--- src/rtl/skf_pkg.sv ---
// skf_pkg: shared constants, types and state encoding for the scalar Kalman filter.
// Used by skf_mul, skf_div and scalar_kalman_filter; no dependencies.
package skf_pkg;

  // Field widths (Q16.16 estimate, Q15.16 covariance, Q1.16 gain)
  localparam int EST_W  = 32;
  localparam int COV_W  = 31;
  localparam int GAIN_W = 17;
  localparam int FRAC_W = 16;

  // Shift-add multiplier: parallel multiplicand, serial multiplier bits.
  // cov*A needs 48 signed bits; the difference x - pred needs 33.
  localparam int MC_W      = 48;
  localparam int MP_W      = EST_W + 1;
  localparam int PROD_W    = MC_W + 1 + MP_W;
  localparam int QUO_W     = PROD_W - FRAC_W;
  localparam int MUL_CNT_W = $clog2(MP_W + 1);

  // Restoring divider: gain = pcov * 2^16 / (pcov + R)
  localparam int DIV_W     = COV_W + 1;
  localparam int DIV_CNT_W = $clog2(GAIN_W + 1);

  // Configuration port
  localparam int CFG_IDX_W  = 2;
  localparam int CFG_DATA_W = 32;

  localparam logic [GAIN_W-1:0] GAIN_ONE  = GAIN_W'(65536);
  localparam logic [COV_W-1:0]  COV_MAX   = {COV_W{1'b1}};
  localparam logic [EST_W-1:0]  EST_MAXV  = {1'b0, {(EST_W-1){1'b1}}};
  localparam logic [EST_W-1:0]  EST_MINV  = {1'b1, {(EST_W-1){1'b0}}};

  // Reset values of registers and filter state
  localparam logic [EST_W-1:0] A_RESET   = EST_W'(65536);
  localparam logic [COV_W-1:0] Q_RESET   = COV_W'(655);
  localparam logic [COV_W-1:0] R_RESET   = COV_W'(65536);
  localparam logic [COV_W-1:0] COV_RESET = COV_W'(65536);

  typedef enum logic [CFG_IDX_W-1:0] {
    REG_TRANSITION = 2'd0,
    REG_PROC_NOISE = 2'd1,
    REG_MEAS_NOISE = 2'd2
  } cfg_reg_t;

  // Status of a serial arithmetic unit
  typedef struct packed {
    logic busy;
    logic done;
  } unit_stat_t;

  typedef enum logic [3:0] {
    S_IDLE,
    S_PRED_GO,
    S_PRED_WAIT,
    S_TCOV_GO,
    S_TCOV_WAIT,
    S_PCOV_GO,
    S_PCOV_WAIT,
    S_GAIN_GO,
    S_GAIN_WAIT,
    S_EST_GO,
    S_EST_WAIT,
    S_COV_GO,
    S_COV_WAIT,
    S_DONE
  } skf_state_t;

endpackage

--- src/rtl/skf_mul.sv ---
// skf_mul: signed shift-add multiplier, one multiplier bit per cycle.
// Depends on skf_pkg for widths and the unit status struct.
module skf_mul (
  input  logic                              clk,
  input  logic                              rst_n,
  input  logic                              start,
  input  logic [skf_pkg::MC_W-1:0]          mcand,
  input  logic [skf_pkg::MP_W-1:0]          mplier,
  output logic [skf_pkg::PROD_W-1:0]        product,
  output skf_pkg::unit_stat_t               stat
);

  logic [skf_pkg::MC_W-1:0]      mc_r;
  logic [skf_pkg::MC_W:0]        acc_r, acc_nxt;
  logic [skf_pkg::MP_W-1:0]      mp_r, mp_nxt;
  logic [skf_pkg::MUL_CNT_W-1:0] cnt_r, cnt_nxt;
  logic                          busy_r, busy_nxt;
  logic                          done_r, done_nxt;
  logic [skf_pkg::MC_W+1:0]      acc_ext, addend, sum;
  logic                          last;

  // One step: add (or subtract on the sign bit) the multiplicand, shift right
  always_comb begin
    last    = (cnt_r == skf_pkg::MUL_CNT_W'(skf_pkg::MP_W - 1));
    acc_ext = {acc_r[skf_pkg::MC_W], acc_r};
    addend  = mp_r[0] ? {{2{mc_r[skf_pkg::MC_W-1]}}, mc_r} : '0;
    sum     = last ? (acc_ext - addend) : (acc_ext + addend);
    acc_nxt = sum[skf_pkg::MC_W+1:1];
    mp_nxt  = {sum[0], mp_r[skf_pkg::MP_W-1:1]};
    cnt_nxt = cnt_r + skf_pkg::MUL_CNT_W'(1);
  end

  // Control
  always_comb begin
    busy_nxt = start | (busy_r & ~last);
    done_nxt = busy_r & last;
  end

  always_ff @(posedge clk) begin
    if (!rst_n) begin
      busy_r <= 1'b0;
      done_r <= 1'b0;
      cnt_r  <= '0;
    end else begin
      busy_r <= busy_nxt;
      done_r <= done_nxt;
      if (start) begin
        cnt_r <= '0;
      end else if (busy_r) begin
        cnt_r <= cnt_nxt;
      end
    end
  end

  // Datapath
  always_ff @(posedge clk) begin
    if (start) begin
      mc_r  <= mcand;
      acc_r <= '0;
      mp_r  <= mplier;
    end else if (busy_r) begin
      acc_r <= acc_nxt;
      mp_r  <= mp_nxt;
    end
  end

  assign product   = {acc_r, mp_r};
  assign stat.busy = busy_r;
  assign stat.done = done_r;

endmodule

--- src/rtl/skf_div.sv ---
// skf_div: restoring divider for the gain, one quotient bit per cycle.
// Computes floor(dividend * 2^16 / divisor) for dividend <= divisor; uses skf_pkg.
module skf_div (
  input  logic                          clk,
  input  logic                          rst_n,
  input  logic                          start,
  input  logic [skf_pkg::COV_W-1:0]     dividend,
  input  logic [skf_pkg::DIV_W-1:0]     divisor,
  output logic [skf_pkg::GAIN_W-1:0]    quot,
  output skf_pkg::unit_stat_t           stat
);

  logic [skf_pkg::DIV_W-1:0]     rem_r, rem_nxt, dvs_r;
  logic [skf_pkg::GAIN_W-1:0]    dq_r, dq_nxt;
  logic [skf_pkg::DIV_CNT_W-1:0] cnt_r, cnt_nxt;
  logic                          busy_r, busy_nxt;
  logic                          done_r, done_nxt;
  logic [skf_pkg::DIV_W:0]       trial, diff;
  logic                          qbit, last;

  // Shift in the next dividend bit, trial-subtract the divisor
  always_comb begin
    last    = (cnt_r == skf_pkg::DIV_CNT_W'(skf_pkg::GAIN_W - 1));
    trial   = {rem_r, dq_r[skf_pkg::GAIN_W-1]};
    diff    = trial - {1'b0, dvs_r};
    qbit    = (trial >= {1'b0, dvs_r});
    rem_nxt = qbit ? diff[skf_pkg::DIV_W-1:0] : trial[skf_pkg::DIV_W-1:0];
    dq_nxt  = {dq_r[skf_pkg::GAIN_W-2:0], qbit};
    cnt_nxt = cnt_r + skf_pkg::DIV_CNT_W'(1);
  end

  always_comb begin
    busy_nxt = start | (busy_r & ~last);
    done_nxt = busy_r & last;
  end

  always_ff @(posedge clk) begin
    if (!rst_n) begin
      busy_r <= 1'b0;
      done_r <= 1'b0;
      cnt_r  <= '0;
    end else begin
      busy_r <= busy_nxt;
      done_r <= done_nxt;
      if (start) begin
        cnt_r <= '0;
      end else if (busy_r) begin
        cnt_r <= cnt_nxt;
      end
    end
  end

  // Dividend is pcov << 16: the top part seeds the remainder
  always_ff @(posedge clk) begin
    if (start) begin
      rem_r <= {{(skf_pkg::DIV_W - skf_pkg::COV_W + 1){1'b0}},
                dividend[skf_pkg::COV_W-1:1]};
      dq_r  <= {dividend[0], {(skf_pkg::GAIN_W-1){1'b0}}};
      dvs_r <= divisor;
    end else if (busy_r) begin
      rem_r <= rem_nxt;
      dq_r  <= dq_nxt;
    end
  end

  assign quot      = dq_r;
  assign stat.busy = busy_r;
  assign stat.done = done_r;

endmodule

--- src/rtl/scalar_kalman_filter.sv ---
// One sample at a time: in_ready is high only in idle, after the last result is loaded.
// The time per sample is set by five 33-step shift-add multiplies and one
// 17-step restoring divide, all run one after another; a held out_ready stalls it.
// Reset (synchronous, rst_n low): estimate 0, covariance 1.0, registers to defaults.
// Top level: sequencer, config registers, clipping and output register;
// uses skf_pkg, skf_mul and skf_div.
module scalar_kalman_filter (
  input  logic                              clk,
  input  logic                              rst_n,
  // configuration
  input  logic                              cfg_we,
  input  logic [skf_pkg::CFG_IDX_W-1:0]     cfg_index,
  input  logic [skf_pkg::CFG_DATA_W-1:0]    cfg_wdata,
  // input channel
  input  logic                              in_valid,
  output logic                              in_ready,
  input  logic signed [skf_pkg::EST_W-1:0]  in_sample,
  // result channel
  output logic                              out_valid,
  input  logic                              out_ready,
  output logic signed [skf_pkg::EST_W-1:0]  out_estimate,
  output logic [skf_pkg::GAIN_W-1:0]        out_kalman_gain,
  output logic                              out_saturated
);

  localparam int EW = skf_pkg::EST_W;
  localparam int CW = skf_pkg::COV_W;
  localparam int GW = skf_pkg::GAIN_W;
  localparam int QW = skf_pkg::QUO_W;

  skf_pkg::skf_state_t state_r, state_nxt;

  // Registers and filter state
  logic [EW-1:0]           a_r, est_r, x_r, pred_r;
  logic [CW-1:0]           qn_r, rn_r, cov_r, pcov_r;
  logic [skf_pkg::MC_W-1:0] t_r;
  logic [GW-1:0]           gain_r;
  logic                    sat_r;

  // Output register
  logic                    out_valid_r, out_valid_nxt;
  logic [EW-1:0]           out_est_r;
  logic [GW-1:0]           out_gain_r;
  logic                    out_sat_r;

  // Unit interfaces
  logic                        mul_start, div_start;
  logic [skf_pkg::MC_W-1:0]    mul_mc;
  logic [skf_pkg::MP_W-1:0]    mul_mp;
  logic [skf_pkg::PROD_W-1:0]  prod;
  skf_pkg::unit_stat_t         mul_stat, div_stat;
  logic [GW-1:0]               div_quot;

  // Datapath intermediates
  logic [QW-1:0]   q;
  logic            pred_ovf, pcov_ovf, est_ovf, cov_neg, cov_big;
  logic [EW-1:0]   pred_clip, est_clip;
  logic [CW:0]     pcov_sum;
  logic [CW-1:0]   pcov_clip, cov_clip;
  logic [skf_pkg::DIV_W-1:0] denom;
  logic            denom_zero;
  logic [EW:0]     diff;
  logic [EW+1:0]   est_sum;
  logic [GW-1:0]   one_minus_gain;
  logic            in_xfer, out_free;

  skf_mul u_mul (
    .clk     (clk),
    .rst_n   (rst_n),
    .start   (mul_start),
    .mcand   (mul_mc),
    .mplier  (mul_mp),
    .product (prod),
    .stat    (mul_stat)
  );

  skf_div u_div (
    .clk      (clk),
    .rst_n    (rst_n),
    .start    (div_start),
    .dividend (pcov_r),
    .divisor  (denom),
    .quot     (div_quot),
    .stat     (div_stat)
  );

  // Product scaled by 2^-16 (floor), then clipping of each step's result
  always_comb begin
    q = prod[skf_pkg::PROD_W-1:skf_pkg::FRAC_W];

    // pred = clip(est*A)
    pred_ovf  = ~((&q[QW-1:EW-1]) | ~(|q[QW-1:EW-1]));
    pred_clip = pred_ovf ? (q[QW-1] ? skf_pkg::EST_MINV : skf_pkg::EST_MAXV)
                         : q[EW-1:0];

    // pcov = clip(t*A + Q), never negative
    pcov_sum  = {1'b0, q[CW-1:0]} + {1'b0, qn_r};
    pcov_ovf  = (|q[QW-1:CW]) | pcov_sum[CW];
    pcov_clip = pcov_ovf ? skf_pkg::COV_MAX : pcov_sum[CW-1:0];

    denom      = {1'b0, pcov_r} + {1'b0, rn_r};
    denom_zero = (denom == '0);

    // est = pred + gain*(x - pred)
    diff     = {x_r[EW-1], x_r} - {pred_r[EW-1], pred_r};
    est_sum  = {{2{pred_r[EW-1]}}, pred_r} + q[EW+1:0];
    est_ovf  = ~((&est_sum[EW+1:EW-1]) | ~(|est_sum[EW+1:EW-1]));
    est_clip = est_ovf ? (est_sum[EW+1] ? skf_pkg::EST_MINV : skf_pkg::EST_MAXV)
                       : est_sum[EW-1:0];

    // cov = (1 - gain)*pcov
    one_minus_gain = skf_pkg::GAIN_ONE - gain_r;
    cov_neg  = q[QW-1];
    cov_big  = ~q[QW-1] & (|q[QW-2:CW]);
    cov_clip = cov_neg ? '0 : (cov_big ? skf_pkg::COV_MAX : q[CW-1:0]);
  end

  // Next state
  always_comb begin
    state_nxt = state_r;
    unique case (state_r)
      skf_pkg::S_IDLE:      if (in_valid) state_nxt = skf_pkg::S_PRED_GO;
      skf_pkg::S_PRED_GO:   state_nxt = skf_pkg::S_PRED_WAIT;
      skf_pkg::S_PRED_WAIT: if (mul_stat.done) state_nxt = skf_pkg::S_TCOV_GO;
      skf_pkg::S_TCOV_GO:   state_nxt = skf_pkg::S_TCOV_WAIT;
      skf_pkg::S_TCOV_WAIT: if (mul_stat.done) state_nxt = skf_pkg::S_PCOV_GO;
      skf_pkg::S_PCOV_GO:   state_nxt = skf_pkg::S_PCOV_WAIT;
      skf_pkg::S_PCOV_WAIT: if (mul_stat.done) state_nxt = skf_pkg::S_GAIN_GO;
      skf_pkg::S_GAIN_GO:   state_nxt = skf_pkg::S_GAIN_WAIT;
      skf_pkg::S_GAIN_WAIT: if (div_stat.done) state_nxt = skf_pkg::S_EST_GO;
      skf_pkg::S_EST_GO:    state_nxt = skf_pkg::S_EST_WAIT;
      skf_pkg::S_EST_WAIT:  if (mul_stat.done) state_nxt = skf_pkg::S_COV_GO;
      skf_pkg::S_COV_GO:    state_nxt = skf_pkg::S_COV_WAIT;
      skf_pkg::S_COV_WAIT:  if (mul_stat.done) state_nxt = skf_pkg::S_DONE;
      skf_pkg::S_DONE:      if (out_free) state_nxt = skf_pkg::S_IDLE;
      default:              state_nxt = skf_pkg::S_IDLE;
    endcase
  end

  // Sequencer outputs: input ready, unit launches and multiplier operands
  always_comb begin
    in_ready  = (state_r == skf_pkg::S_IDLE);
    mul_start = 1'b0;
    div_start = 1'b0;
    mul_mc    = '0;
    mul_mp    = '0;
    unique case (state_r)
      skf_pkg::S_PRED_GO: begin
        mul_start = 1'b1;
        mul_mc    = {{(skf_pkg::MC_W-EW){est_r[EW-1]}}, est_r};
        mul_mp    = {{(skf_pkg::MP_W-EW){a_r[EW-1]}}, a_r};
      end
      skf_pkg::S_TCOV_GO: begin
        mul_start = 1'b1;
        mul_mc    = {{(skf_pkg::MC_W-CW){1'b0}}, cov_r};
        mul_mp    = {{(skf_pkg::MP_W-EW){a_r[EW-1]}}, a_r};
      end
      skf_pkg::S_PCOV_GO: begin
        mul_start = 1'b1;
        mul_mc    = t_r;
        mul_mp    = {{(skf_pkg::MP_W-EW){a_r[EW-1]}}, a_r};
      end
      skf_pkg::S_GAIN_GO: begin
        div_start = 1'b1;
      end
      skf_pkg::S_EST_GO: begin
        mul_start = 1'b1;
        mul_mc    = {{(skf_pkg::MC_W-EW-1){diff[EW]}}, diff};
        mul_mp    = {{(skf_pkg::MP_W-GW){1'b0}}, gain_r};
      end
      skf_pkg::S_COV_GO: begin
        mul_start = 1'b1;
        mul_mc    = {{(skf_pkg::MC_W-CW){1'b0}}, pcov_r};
        mul_mp    = {{(skf_pkg::MP_W-GW){1'b0}}, one_minus_gain};
      end
      default: begin
        mul_start = 1'b0;
      end
    endcase
  end

  assign in_xfer  = in_valid & in_ready;
  assign out_free = ~out_valid_r | out_ready;

  always_comb begin
    out_valid_nxt = out_valid_r;
    if (state_r == skf_pkg::S_DONE && out_free) begin
      out_valid_nxt = 1'b1;
    end else if (out_ready) begin
      out_valid_nxt = 1'b0;
    end
  end

  // Control state, configuration and filter state
  always_ff @(posedge clk) begin
    if (!rst_n) begin
      state_r     <= skf_pkg::S_IDLE;
      out_valid_r <= 1'b0;
      a_r         <= skf_pkg::A_RESET;
      qn_r        <= skf_pkg::Q_RESET;
      rn_r        <= skf_pkg::R_RESET;
      est_r       <= '0;
      cov_r       <= skf_pkg::COV_RESET;
    end else begin
      state_r     <= state_nxt;
      out_valid_r <= out_valid_nxt;
      if (cfg_we) begin
        unique case (cfg_index)
          skf_pkg::REG_TRANSITION: a_r  <= cfg_wdata[EW-1:0];
          skf_pkg::REG_PROC_NOISE: qn_r <= cfg_wdata[CW-1:0];
          skf_pkg::REG_MEAS_NOISE: rn_r <= cfg_wdata[CW-1:0];
          default: ;
        endcase
      end
      if (state_r == skf_pkg::S_EST_WAIT && mul_stat.done) begin
        est_r <= est_clip;
      end
      if (state_r == skf_pkg::S_COV_WAIT && mul_stat.done) begin
        cov_r <= cov_clip;
      end
    end
  end

  // Per-sample working registers and output register load
  always_ff @(posedge clk) begin
    if (in_xfer) begin
      x_r   <= in_sample;
      sat_r <= 1'b0;
    end
    if (state_r == skf_pkg::S_PRED_WAIT && mul_stat.done) begin
      pred_r <= pred_clip;
      sat_r  <= sat_r | pred_ovf;
    end
    if (state_r == skf_pkg::S_TCOV_WAIT && mul_stat.done) begin
      t_r <= q[skf_pkg::MC_W-1:0];
    end
    if (state_r == skf_pkg::S_PCOV_WAIT && mul_stat.done) begin
      pcov_r <= pcov_clip;
      sat_r  <= sat_r | pcov_ovf;
    end
    // zero denominator: gain forced to 0
    if (state_r == skf_pkg::S_GAIN_WAIT && div_stat.done) begin
      gain_r <= denom_zero ? '0 : div_quot;
    end
    if (state_r == skf_pkg::S_EST_WAIT && mul_stat.done) begin
      sat_r <= sat_r | est_ovf;
    end
    if (state_r == skf_pkg::S_COV_WAIT && mul_stat.done) begin
      sat_r <= sat_r | cov_neg | cov_big;
    end
    if (state_r == skf_pkg::S_DONE && out_free) begin
      out_est_r  <= est_r;
      out_gain_r <= gain_r;
      out_sat_r  <= sat_r;
    end
  end

  assign out_valid       = out_valid_r;
  assign out_estimate    = out_est_r;
  assign out_kalman_gain = out_gain_r;
  assign out_saturated   = out_sat_r;

  // Checks
  a_mul_free: assert property (@(posedge clk) disable iff (!rst_n)
    mul_start |-> !mul_stat.busy)
    else $error("multiplier launched while busy");

  a_div_free: assert property (@(posedge clk) disable iff (!rst_n)
    div_start |-> !div_stat.busy)
    else $error("divider launched while busy");

  a_gain_range: assert property (@(posedge clk) disable iff (!rst_n)
    out_valid_r |-> (out_gain_r <= skf_pkg::GAIN_ONE))
    else $error("gain above 1.0");

  a_out_load: assert property (@(posedge clk) disable iff (!rst_n)
    $rose(out_valid_r) |-> $past(state_r == skf_pkg::S_DONE))
    else $error("result presented outside the done state");

endmodule
--- config.mk ---
export PLATFORM = sky130hd
export DESIGN_NAME = scalar_kalman_filter
export DESIGN_NICKNAME = d
export VERILOG_FILES = /design/src/rtl/skf_pkg.sv /design/src/rtl/skf_mul.sv /design/src/rtl/skf_div.sv /design/src/rtl/scalar_kalman_filter.sv
export SDC_FILE = /design/constraint.sdc
export NUM_CORES = 1
export LEC_CHECK = 0
export ABC_AREA = 1
export BUFFER_PORTS_ARGS = -buffer_cell sky130_fd_sc_hd__buf_2
export CAP_MARGIN = 20
export CORE_AREA = 2 2 307 218
export DETAILED_ROUTE_END_ITERATION = 6
export DIE_AREA = 0 0 309 220
export GPL_TIMING_DRIVEN = 0
export MAX_ROUTING_LAYER = met4
export PLACE_DENSITY = 0.8
export RECOVER_POWER = 100
export REMOVE_ABC_BUFFERS = 1
export SYNTH_ARGS = -nofsm -noshare
export SYNTH_HDL_FRONTEND = slang
export SYNTH_SLANG_ARGS = --single-unit
--- constraint.sdc ---
create_clock -name clk -period 6.25 [get_ports clk]
set_input_delay 1.5625 -clock clk [delete_from_list [all_inputs] [get_ports clk]]
set_output_delay 1.5625 -clock clk [all_outputs]
set_load 0.1 [all_outputs]
# After elaboration in Yosys (flattened, before gate mapping)
# Cells that the tools add are included.
[classes] addsub=10 order_cmp=1 eq_ne=25 muxes=35 bitwise=26 n_reduce_logical=27
[ops] operator="48-bit case mux with 5 select lines" n=1
[ops] operator="32-bit two-way mux" n=5
[ops] operator="50-bit two-way mux" n=2
[ops] operator="33-bit case mux with 3 select lines" n=1
[ops] operator="33-bit two-way mux" n=2
[ops] operator="31-bit by 31-bit adder with 32-bit output" n=2
[ops] operator="31-bit two-way mux" n=2
[ops] operator="30-bit two-way mux" n=2
[ops] operator="4-bit case mux with 14 select lines" n=1
[ops] operator="50-bit adder" n=1
[ops] operator="50-bit subtractor" n=1
[ops] operator="35-bit AND reduction" n=1
[ops] operator="35-bit OR reduction" n=1
[ops] operator="34-bit adder" n=1
[ops] operator="17-bit two-way mux" n=2
[ops] operator="34-bit OR reduction" n=1
[ops] operator="33-bit by 32-bit greater-or-equal comparator with 1-bit output" n=1
[ops] operator="32-bit by 32-bit subtractor with 33-bit output" n=1
[ops] operator="32-bit logical NOT" n=1
[ops] operator="4-bit two-way mux" n=8
[ops] operator="32-bit subtractor" n=1
[ops] operator="4-bit equality test, second input constant" n=6
[ops] operator="17-bit subtractor, first input constant" n=1
[ops] operator="4-bit by 3-bit equality test with 1-bit output, second input constant" n=4
[ops] operator="other kinds (25)" n=75
[word_totals] regBits=599 in_bits=71 output_inout_bits=52 word_cells=154

# Depth between registers and ports, before layout
[logic_depth] ltp_word=9 mapped_depth=31 depth_no_buf=29

# Cells and area by module
# From an unflattened synthesis, not the netlist that was laid out.
[unflattened] cells_unflattened=5325 hier_area_um2=39044.9
[modules_own_cells] mod="scalar_kalman_filter" n_inst=1 cells_each=3034 area_each_um2=22830.6 seq_area_each_um2=9579.2
[modules_own_cells] mod="skf_mul" n_inst=1 cells_each=1509 area_each_um2=10395.0 seq_area_each_um2=3573.4
[modules_own_cells] mod="skf_div" n_inst=1 cells_each=782 area_each_um2=5819.3 seq_area_each_um2=2392.3

# Worst setup path after synthesis
# No wires, ideal clock.
[synth_timing] path_type="input port to flip-flop" startpoint="in out_ready" endpoint="reg out_est_r[0] (netlist: out_estimate[0]) (enable)" setup_ps=458 arrival_ps=3714 t_required_ps=5792 setup_slack_ps=2078 stages=2 path_buffers=0 path_cell_list="nor2_1 nor2_1"
[synth_between] elab_chain_len=2
[synth_lines] element="from (decl)" line_no="scalar_kalman_filter.sv:20" rtl="input logic out_ready,"
[synth_lines] element="1-bit OR" line_no="scalar_kalman_filter.sv:183" rtl="assign out_free = ~out_valid_r | out_ready;"
[synth_lines] element="1-bit logical AND" line_no="scalar_kalman_filter.sv:251" rtl="if (state_r == skf_pkg::S_DONE && out_free) begin"
[synth_lines] element="to (signal assigned)" line_no="scalar_kalman_filter.sv:252" rtl="out_est_r <= est_r;"
[synth_lines] element="to (decl)" line_no="scalar_kalman_filter.sv:42" rtl="logic [EW-1:0] out_est_r;"
# No other way between the ends.
# A chain may end at the register's enable or synchronous reset.

# Worst setup path after layout
[layout_timing] startpoint="reg u_mul.mp_r[0] (netlist name)" endpoint="reg u_mul.acc_r[44] (netlist name)"
[layout_between] elab_chain_len=3 elab_cells_between_ends=4 classes_between="add/sub: 2; mux: 2"
[layout_lines] element="from (decl)" line_no="skf_mul.sv:15" rtl="logic [skf_pkg::MP_W-1:0] mp_r, mp_nxt;"
[layout_lines] element="from (signal assigned)" line_no="skf_mul.sv:60" rtl="mp_r <= mplier;"
[layout_lines] element="from (signal assigned)" line_no="skf_mul.sv:63" rtl="mp_r <= mp_nxt;"
[layout_lines] element="50-bit two-way mux (*)" line_no="skf_mul.sv:26" rtl="addend = mp_r[0] ? {{2{mc_r[skf_pkg::MC_W-1]}}, mc_r} : '0;"
[layout_lines] element="50-bit adder / 50-bit subtractor (equally long branches)" line_no="skf_mul.sv:27" rtl="sum = last ? (acc_ext - addend) : (acc_ext + addend);"
[layout_lines] element="50-bit two-way mux (*)" line_no="skf_mul.sv:27"
[layout_lines] element="to (signal assigned)" line_no="skf_mul.sv:62" rtl="acc_r <= acc_nxt;"
[layout_lines] element="to (decl)" line_no="skf_mul.sv:14" rtl="logic [skf_pkg::MC_W:0] acc_r, acc_nxt;"
# Mark *: on every way between the ends. The rest lies on a longest branch, timed or not.

==> flow_metrics.tcl <==
set metrics [dict create \
    status "finished, violations left" \
    violations "DRC, capacitance limit, slew limit" \
    syn_inst 5274 \
    final.period_utilization 0.950 \
    synth-seq-cells 599 \
    timing.rr.start "u_mul.mp_r[0]" \
    final_area_mm2 0.0424 \
    synthAdderAreaFrac 0.0722 \
    synth_area_leaders "edfxtp_1 27%, dfxtp_1 13%, nand2_1 13%, inv_1 7.3%, ha_1 6.9%" \
    r2r.worst_path.cells 25 \
    crit_type "reg2reg" \
    highest_layer "met4" \
    max_stage_delay_ns 0.80 \
    min_path_type "reg2reg" \
    cp_num_buf_inv 5 \
    drt-total-wl_mm 150 \
    num-fill-cells 5849 \
    max-vdd-ir-drop_uv 354 \
    grt_max_degree 62 \
    die_y_um 220 \
    startpoint "u_mul.mp_r[0]" \
    wl_per_cell_um 23.7 \
    synth-main-ff-cell "edfxtp_1" \
    synthSimpleGateAreaFrac 0.257 \
    vias 38100 \
    die_w_um 309 \
    grt_overflow 0 \
    rrSetupSlack_ns 0.32 \
    row_count 79 \
    ctsHoldBuffers 0 \
    gp_congestion 1.09 \
    cts_max_level 2 \
    critPathLaunchType "flip-flop" \
    wl_met3_mm 29.3 \
    netlist_area_mm2 0.0388 \
    syn_area_per_cell_um2 7.35 \
    required_ns 6.81 \
    drive_above_1_share 0.0576 \
    preCtsSetupSlack_ns 1.15 \
    synth_cell_type_count 61 \
    cts_buffers 59 \
    synth_top_area_frac 0.275 \
    synthMuxAreaShare 0 \
    finalClockSkew_ns 0.0480 \
    fin_nets 5653 \
    cp.arrival_ns 6.49 \
    crit_path_max_fanout 23 \
    clk_latency_ns 0.70 \
    synth_edf_count 355 \
    cts_resized 0 \
    maxCapViolCount 18 \
    vias_per_cell 6.03 \
    final_core_util 0.648 \
    power_density_mw_per_mm2 436 \
    first_pass_iters 7 \
    cts_setup_buffers 0 \
    drc 19 \
    pin_count 123 \
    coreArea_mm2 0.0654 \
    tightest_slew_ns 3.26 \
    synth_top_family_by_area "simple AND/OR/NAND/NOR gates" \
    grt_first_pass_wirelength_mm 216 \
    cp_slowest_cell "xnor2_1" \
    antenna_found_initial 17 \
    cp-endpoint "u_mul.acc_r[44]" \
    drtIter0Drc 5848 \
    p_leak_uw 0.0192 \
    setup_ws_ns 0.315 \
    synthArstFlopShare 0 \
    grt_usage 0.445 \
    grt_pass1_vias 33000 \
    relSlewSlack -1.17 \
    cts.path.max_buffers 3 \
    portBuffers 122 \
    grt_setup_unrepaired "false" \
    dr_wl_met2_mm 50.8 \
    root_buffer "clkbuf_16" \
    start_util 0.593 \
    synth_warnings 0 \
    synth_xor_area_frac 0.0323 \
    max_freq_mhz 168 \
    drt.antenna.violating_nets 0 \
    synthToLayoutAreaGrowth_pct 9.31 \
    crit_path_end_kind "flip-flop" \
    finalSetupViolCount 0 \
    ys_seq_area_frac 0.401 \
    cts_sinks 599 \
    path_clk_slew_ns 0.06 \
    cp_num_cells 25 \
    tritoncts "done" \
    period_needed_ns 5.93 \
    crit_family "simple AND/OR/NAND/NOR gates" \
    drv_slew 595 \
    r2r_end "u_mul.acc_r[44]" \
    synth_compound_area_frac 0.147 \
    die-area_mm2 0.0680 \
    hold_violations 0 \
    place_area_mm2 0.0406 \
    yosysTopAreaCell "edfxtp_1" \
    met1Wirelength_mm 66.3 \
    dp_hpwl_mm 118 \
]
power by group:
| part | switching [uW] | internal, uW |
|---|---|---|
| registers | 713 | 5050 |
| logic | 6220 | 2520 |
| clock network | 1770 | 2210 |
through the flow:
| step | instances | hold WS (ns) | TNS [ns] | power, uW |
|---|---|---|---|---|
| final | 6318 | 0.464 | 0 | 18500 |
| after global routing | 6316 | 0.484 | 0 | 19300 |
| after floorplan | 5138 | 0.425 | -23.49 | 11100 |
| after global placement | 6151 | 0.441 | -601.31 | 13800 |
| after CTS | 6298 | 0.461 | 0 | 18000 |
| after detailed placement | 6186 | 0.444 | 0 | 14000 |
synth_stat cells (58+ instances only):
master and number:
inv_1 750, clkbuf_1 100, nand4_1 58, dfxtp_1 244
nand3_1 245, o21ai_0 410, edfxtp_1 355, ha_1 214
a21oi_1 407, xor2_1 90, nand2_1 1298, nor3_1 59
nor2_1 548
cell type report:
cell class / count / area, um^2 / share of cell area
clock buffer: 69 / 1580 / 0.0372
sequential: 599 / 15500 / 0.367
tap: 891 / 1110 / 0.0263
timing repair buffer: 163 / 1000 / 0.0237
antenna: 14 / 35.0 / 0.000827
multi-input combinational: 3762 / 19600 / 0.463
clock inverter: 43 / 546 / 0.0129
inverter: 777 / 2920 / 0.0688
registers in the layout, indices dropped and copies added (netlist names), 31 cells and up:
signal,cells
u_div.dvs_r,32
u_div.rem_r,32
a_r,32
t_r,48
est_r,32
rn_r,31
u_mul.mp_r,33
out_estimate,32
qn_r,31
pred_r,32
pcov_r,31
cov_r,31
x_r,32
u_mul.mc_r,48
u_mul.acc_r,49
worst min path at each step:
| stage | from | end | slack (ns) | cells after the start |
|---|---|---|---|---|
| 5_1_grt | est_r[14] | out_estimate[14] | 0.48 | 0 |
| 2_1_floorplan | est_r[11] | out_estimate[11] | 0.42 | 0 |
| 3_3_place_gp | a_r[16] | a_r[16] | 0.44 | 2 |
| 4_1_cts | est_r[20] | out_estimate[20] | 0.46 | 0 |
| 6_report | est_r[20] | out_estimate[20] | 0.46 | 0 |
| 3_5_place_dp | est_r[20] | out_estimate[20] | 0.44 | 0 |
layout by cell type, fill, tap and decap left out, types with 17 or more instances in the layout:
cell type  Yosys  final
ha_1         214    214
nand2_2       37     26
o21ai_0      410    415
a221oi_1      18     17
clkbuf_16      0     60
nor2_2        27     26
or2_2         33     33
nand3_1      245    250
nor4_1        18     18
buf_2         14     67
a21oi_1      407    408
xnor2_1       51     51
nor3_1        59     59
xor2_1        90     90
a22o_1        22     22
nor2_1       548    547
o22ai_1       19     19
dfxtp_1      244    243
o21bai_1      34     34
nand4_1       58     58
clkbuf_1     100     83
inv_1        750    758
edfxtp_1     355    355
nand2_1     1298   1308
o211ai_1      17     17
a21o_1        26     26
layer usage:
metal  global-route usage  vias up
met4               0.0837        0
met1                0.670    17600
li1                     -    17600
met5                    -        -
met3                0.228      264
met2                0.508     2634
cells by family (layout without fill, tap and decap cells):
family / Yosys count / in the layout
simple gates: 2372 / 2372
other cells: 0 / 14
flops: 599 / 599
buf+inv: 913 / 1052
xor+xnor: 142 / 142
fa+ha+maj: 220 / 220
compound gates: 1028 / 1028
Note: power is estimated with default switching activity, not from simulation.
